--- src/design/rbs_pkg.sv ---
`default_nettype none

package rbs_pkg;

  localparam int unsigned CoordW  = 32;
  localparam int unsigned TagW    = 16;
  localparam int unsigned CfgIdxW = 3;
  localparam int unsigned Axes    = 3;

  typedef logic signed [CoordW-1:0] coord_t;
  typedef logic [TagW-1:0]          tag_t;

  localparam coord_t CoordMax = 32'sh7fff_ffff;
  localparam coord_t CoordMin = 32'sh8000_0000;

  typedef enum logic [CfgIdxW-1:0] {
    CFG_ORIGIN_X      = 3'd0,
    CFG_ORIGIN_Y      = 3'd1,
    CFG_ORIGIN_Z      = 3'd2,
    CFG_RECIP_DIR_X   = 3'd3,
    CFG_RECIP_DIR_Y   = 3'd4,
    CFG_RECIP_DIR_Z   = 3'd5,
    CFG_INTERVAL_LOW  = 3'd6,
    CFG_INTERVAL_HIGH = 3'd7
  } cfg_idx_e;

  typedef struct packed {
    coord_t box_min_x;
    coord_t box_min_y;
    coord_t box_min_z;
    coord_t box_max_x;
    coord_t box_max_y;
    coord_t box_max_z;
    tag_t   box_tag;
  } box_t;

  typedef struct packed {
    logic   is_hit;
    coord_t near_dist;
    coord_t far_dist;
    tag_t   tag_out;
  } result_t;

endpackage

`default_nettype wire

--- src/design/rbs_slab_lane.sv ---
`default_nettype none

// (bound - origin) * recip, floored by FRAC_BITS and saturated to 32 bits.
// Three register stages: difference, product, scaled distance.
module rbs_slab_lane
  import rbs_pkg::*;
#(
  parameter int unsigned FRAC_BITS = 16
) (
  input  wire logic   clk_i,
  input  wire coord_t bound_i,
  input  wire coord_t origin_i,
  input  wire coord_t recip_i,
  output coord_t      dist_o
);

  localparam int unsigned DiffW = CoordW + 1;
  localparam int unsigned ProdW = DiffW + CoordW;

  localparam logic signed [ProdW-1:0] SatHi = ProdW'(CoordMax);
  localparam logic signed [ProdW-1:0] SatLo = ProdW'(CoordMin);

  logic signed [DiffW-1:0] diff_q;
  logic signed [ProdW-1:0] prod_d, prod_q;
  logic signed [ProdW-1:0] shift_d;
  coord_t                  dist_d, dist_q;

  // exact 33-bit difference
  always_ff @(posedge clk_i) begin
    diff_q <= {bound_i[CoordW-1], bound_i} - {origin_i[CoordW-1], origin_i};
  end

  assign prod_d = diff_q * recip_i;

  always_ff @(posedge clk_i) begin
    prod_q <= prod_d;
  end

  // arithmetic shift rounds toward minus infinity
  assign shift_d = prod_q >>> FRAC_BITS;

  always_comb begin
    if (shift_d > SatHi) begin
      dist_d = CoordMax;
    end else if (shift_d < SatLo) begin
      dist_d = CoordMin;
    end else begin
      dist_d = shift_d[CoordW-1:0];
    end
  end

  always_ff @(posedge clk_i) begin
    dist_q <= dist_d;
  end

  assign dist_o = dist_q;

endmodule

`default_nettype wire

--- config.mk ---
export PLATFORM = sky130hd
export DESIGN_NAME = rbs_slab_lane
export DESIGN_NICKNAME = d
export VERILOG_FILES = /design/src/design/rbs_pkg.sv /design/src/design/rbs_slab_lane.sv
export SDC_FILE = /design/constraint.sdc
export NUM_CORES = 2
export LEC_CHECK = 0
export BUFFER_PORTS_ARGS = -buffer_cell sky130_fd_sc_hd__buf_2
export CORE_MARGIN = 5
export CORE_UTILIZATION = 59
export CTS_BUF_LIST = sky130_fd_sc_hd__clkbuf_8
export CTS_CLUSTER_DIAMETER = 120
export DETAILED_ROUTE_END_ITERATION = 7
export PLACE_DENSITY = 0.83
export SLEW_MARGIN = 10
export SYNTH_ARGS = -nofsm -noshare
export SYNTH_HDL_FRONTEND = slang
export SYNTH_SLANG_ARGS = --single-unit
--- constraint.sdc ---
create_clock -name clk_i -period 8.4 [get_ports clk_i]
set_clock_uncertainty 0.15 [all_clocks]
set_input_delay 0.84 -clock clk_i [delete_from_list [all_inputs] [get_ports clk_i]]
set_output_delay 0.84 -clock clk_i [all_outputs]
set_load 0.02 [all_outputs]
==> summary.md <==
| Metric | Value |
|---|---|
| TritonCTS clock tree | `yes` |
| Distinct cells, synth | `64` |
| Commonest non-fill, non-tap cell in the layout | `fa_1` |
| Crit path launch | `recip_i[15]` |
| Worst EP required | `about 8.7 ns` |
| Ports | `~130` |
| Initial drt markers | `1,846` |
| Rows | `96` |
| Clock Path Buffers | `2` |
| FF/Latch Area | `about 0.0023 mm²` |
| Crit share post-route | `0.9713` |
| Final setup viols | `0` |
| Status | `completed` |
| Slew Limit Fails | `0` |
| Most frequent CP cell | `fa_1` |
| Highest Clock Rate | `122.6 MHz` |
| GRT Residual Overflow | `0` |
| Worst r2r dst | `prod_q[56]` |
| RSZ-0062 raised after global routing | `false` |
| Share of post-route cells with drive strength above 1 | `0.08970` |
| Mean Syn Cell Area | `approximately 9.5 µm²` |
| Critical Path Sink | `prod_q[56]` |
| Pre-antenna DRT Iters | `5` |
| Pre-CTS worst setup slack | `-0.2862 ns` |
| Worst setup margin | `about 0.24 ns` |
| Min Tclk post-route | `roughly 8.2 ns` |
| CTS Root Cell | `clkbuf_8` |
| GP Congestion | `approximately 0.92` |
| Post-route setup TNS | `0 ns` |
| Mapped cell area | `about 0.041 mm²` |
| Largest net degree at the start of global routing | `34` |
| Worst r2r src | `diff_q[8]` |
| Post-DP HPWL | `a little under 90 mm` |
| Post-synth top flop | `dfxtp_1` |
| Worst Tran Pin Value | `1.130 ns` |
| CTS sink cnt | `~110` |
| Synth Register Bits | `~110` |
| Post-Synthesis Cells | `between 4,000 and 5,000` |
| Initial Util | `0.5928` |
| Routed vias/inst | `5.560` |
| Die width | `approximately 270 µm` |
| Critical path depth in cells | `27` |
| Hold violation total from the final report | `0` |
| WP buf/inv | `7` |
| # DRC | `0` |
| Critical path type | `in2reg` |
| Max-Cap Viols | `0` |
| WL/cell | `about 19 µm` |
| Port bufs | `128` |
| Crit. End Element | `flip-flop` |
| Register area share after synthesis | `0.05633` |
| Max stage delay cell, worst path | `fa_1` |
| Placeable Area | `approximately 0.07 mm²` |
| Crit path max fanout | `23` |
| Min-Delay Path Class | `reg2reg` |
| Delay-heaviest family, CP | `adder cells` |
| Number of CTS-inserted buffers | `17` |
| CP Launch Type | `primary input` |
| Commonest cells after routing, fill and taps aside | `1,111 x fa_1, 1,039 x inv_1, 609 x nand2_1` |
| Global-route wire length before repair | `172.8 mm` |
| R2R Setup Slk | `approximately 0.26 ns` |
| Total of warnings raised by yosys | `0` |
| H-tree depth | `4` |
| Synth top area share | `0.5495` |
| Drt total wl | `103.0 mm` |
| Final nets | `around 5,800` |
| Detail Route Antenna Nets | `0` |
| Area occupied by multi-input gates | `around 0.034 mm²` |
| Clk slew on worst S/H paths | `roughly 0.09 ns` |
| Initial antenna violation count | `5` |
| Die ar. | `roughly 0.074 mm²` |
| Top cells by area, synth | `fa_1 55%, inv_1 9.6%, and2_1 7.9%` |
| Worst skew pair latency | `between 0.5 and 0.6 ns` |
| Fillers | `around 5,200` |
| Post-synth EDFFs | `0` |
| Worst R2R Path Depth | `25` |
| Vias in the first global route | `roughly 34,000` |
| Crit path DAT | `roughly 8.4 ns` |
| Total Routing Usage GR | `0.2965` |
| Syn nets | `5,706` |
| Vias | `29,600` |
| Synth area leader | `fa_1` |
| Slew margin rel. | `0.2444` |
| Core Util, Final | `0.6391` |
| Post-synth ARST share | `0` |
| DIE HEIGHT | `272.0 µm` |
| CP peak stage delay | `0.56 ns` |
| Layout area overhead | `7.811%` |
[area by class of cell]
class / instances / area share
Tap cell: 882 / 0.02527
Clock buffer: 21 / 0.006617
Timing Repair Buffer: 330 / 0.05345
Antenna cell: 5 / 0.0002865
Sequential cell: 114 / 0.05234
Multi-Input combinational cell: 2919 / 0.7684
Inverter: 1042 / 0.08964
Clock inverter: 11 / 0.004039
[worst register-to-register path, delay by kind of cell, from the launching register on]
family	cells	cell delay [ns]
adders and majority gates	9	4.33
buffers and inverters	5	0.66
DFF	1	0.89
xor gates and xnor gates	1	0.13
and+or+nand+nor	4	0.90
AOI/OAI and AO/OA	6	0.97
[state kept, by name, indices dropped and copies added, names as in the netlist]
| name | cells |
|---|---|
| diff_q | 33 |
| dist_o | 32 |
| prod_q | 49 |
[synth_stat cells (3+ instances only)]
cell type,instances
nand3_1,15
a21o_1,30
a21oi_1,80
o21bai_1,13
dfxtp_1,114
ha_1,214
nor4_1,5
clkbuf_1,204
nand4_1,17
xnor2_1,61
or2_2,3
a21oi_2,4
nor3_1,18
inv_1,1041
fa_1,1112
nor2b_1,6
o21ai_0,32
nand2b_1,16
a31oi_1,6
and2_1,512
and4_1,4
nand2_1,610
xor2_1,30
and3_1,7
o21a_1,12
o211ai_1,6
nor2_1,63
[worst min path at each step]
stage | start | endpoint | slack (ns) | cells after the start
after floorplan | prod_q[16] | dist_o[0] | 0.25 | 2
after detailed placement | prod_q[40] | dist_o[24] | 0.26 | 2
after global routing | prod_q[64] | dist_o[31] | 0.27 | 0
final | prod_q[64] | dist_o[31] | 0.25 | 0
after CTS | prod_q[64] | dist_o[31] | 0.26 | 0
after global placement | prod_q[21] | dist_o[5] | 0.25 | 2
[through the flow]
stage / hold WS, ns / instances / area (µm²)
6_report: 0.2510 / 5324 / 43680
5_1_grt: 0.2672 / 5323 / 43670
4_1_cts: 0.2614 / 5319 / 43650
3_5_place_dp: 0.2575 / 5287 / 43180
3_3_place_gp: 0.2515 / 5287 / 43180
2_1_floorplan: 0.2499 / 4283 / 40530
[logic make-up after synthesis]
group	Yosys count	share of synthesized area
muxes	1	0.0002779
buffers and inverters	1250	0.1160
and+or+nand+nor	1286	0.1569
DFF	114	0.05633
AOI/OAI and AO/OA	215	0.03527
adders and majority gates	1326	0.6156
xor gates and xnor gates	91	0.01967
[timing repair]
action	in CTS	in global routing
gates resized for setup	0	5
setup buffers	0	0
hold buffers	0	0
endpoints found under the setup margin	0	10
[metal layers]
layer	track usage	share of wire	up-vias
li1	-	-	12530
met1	0.3273	0.33	15250
met2	0.5318	0.52	1349
met3	0.04246	0.060	471
met4	0.1991	0.082	0
met5	0	0	-
Power is not shown: default switching activity piles up to over one toggle a cycle in this logic, so the estimate is an artifact.
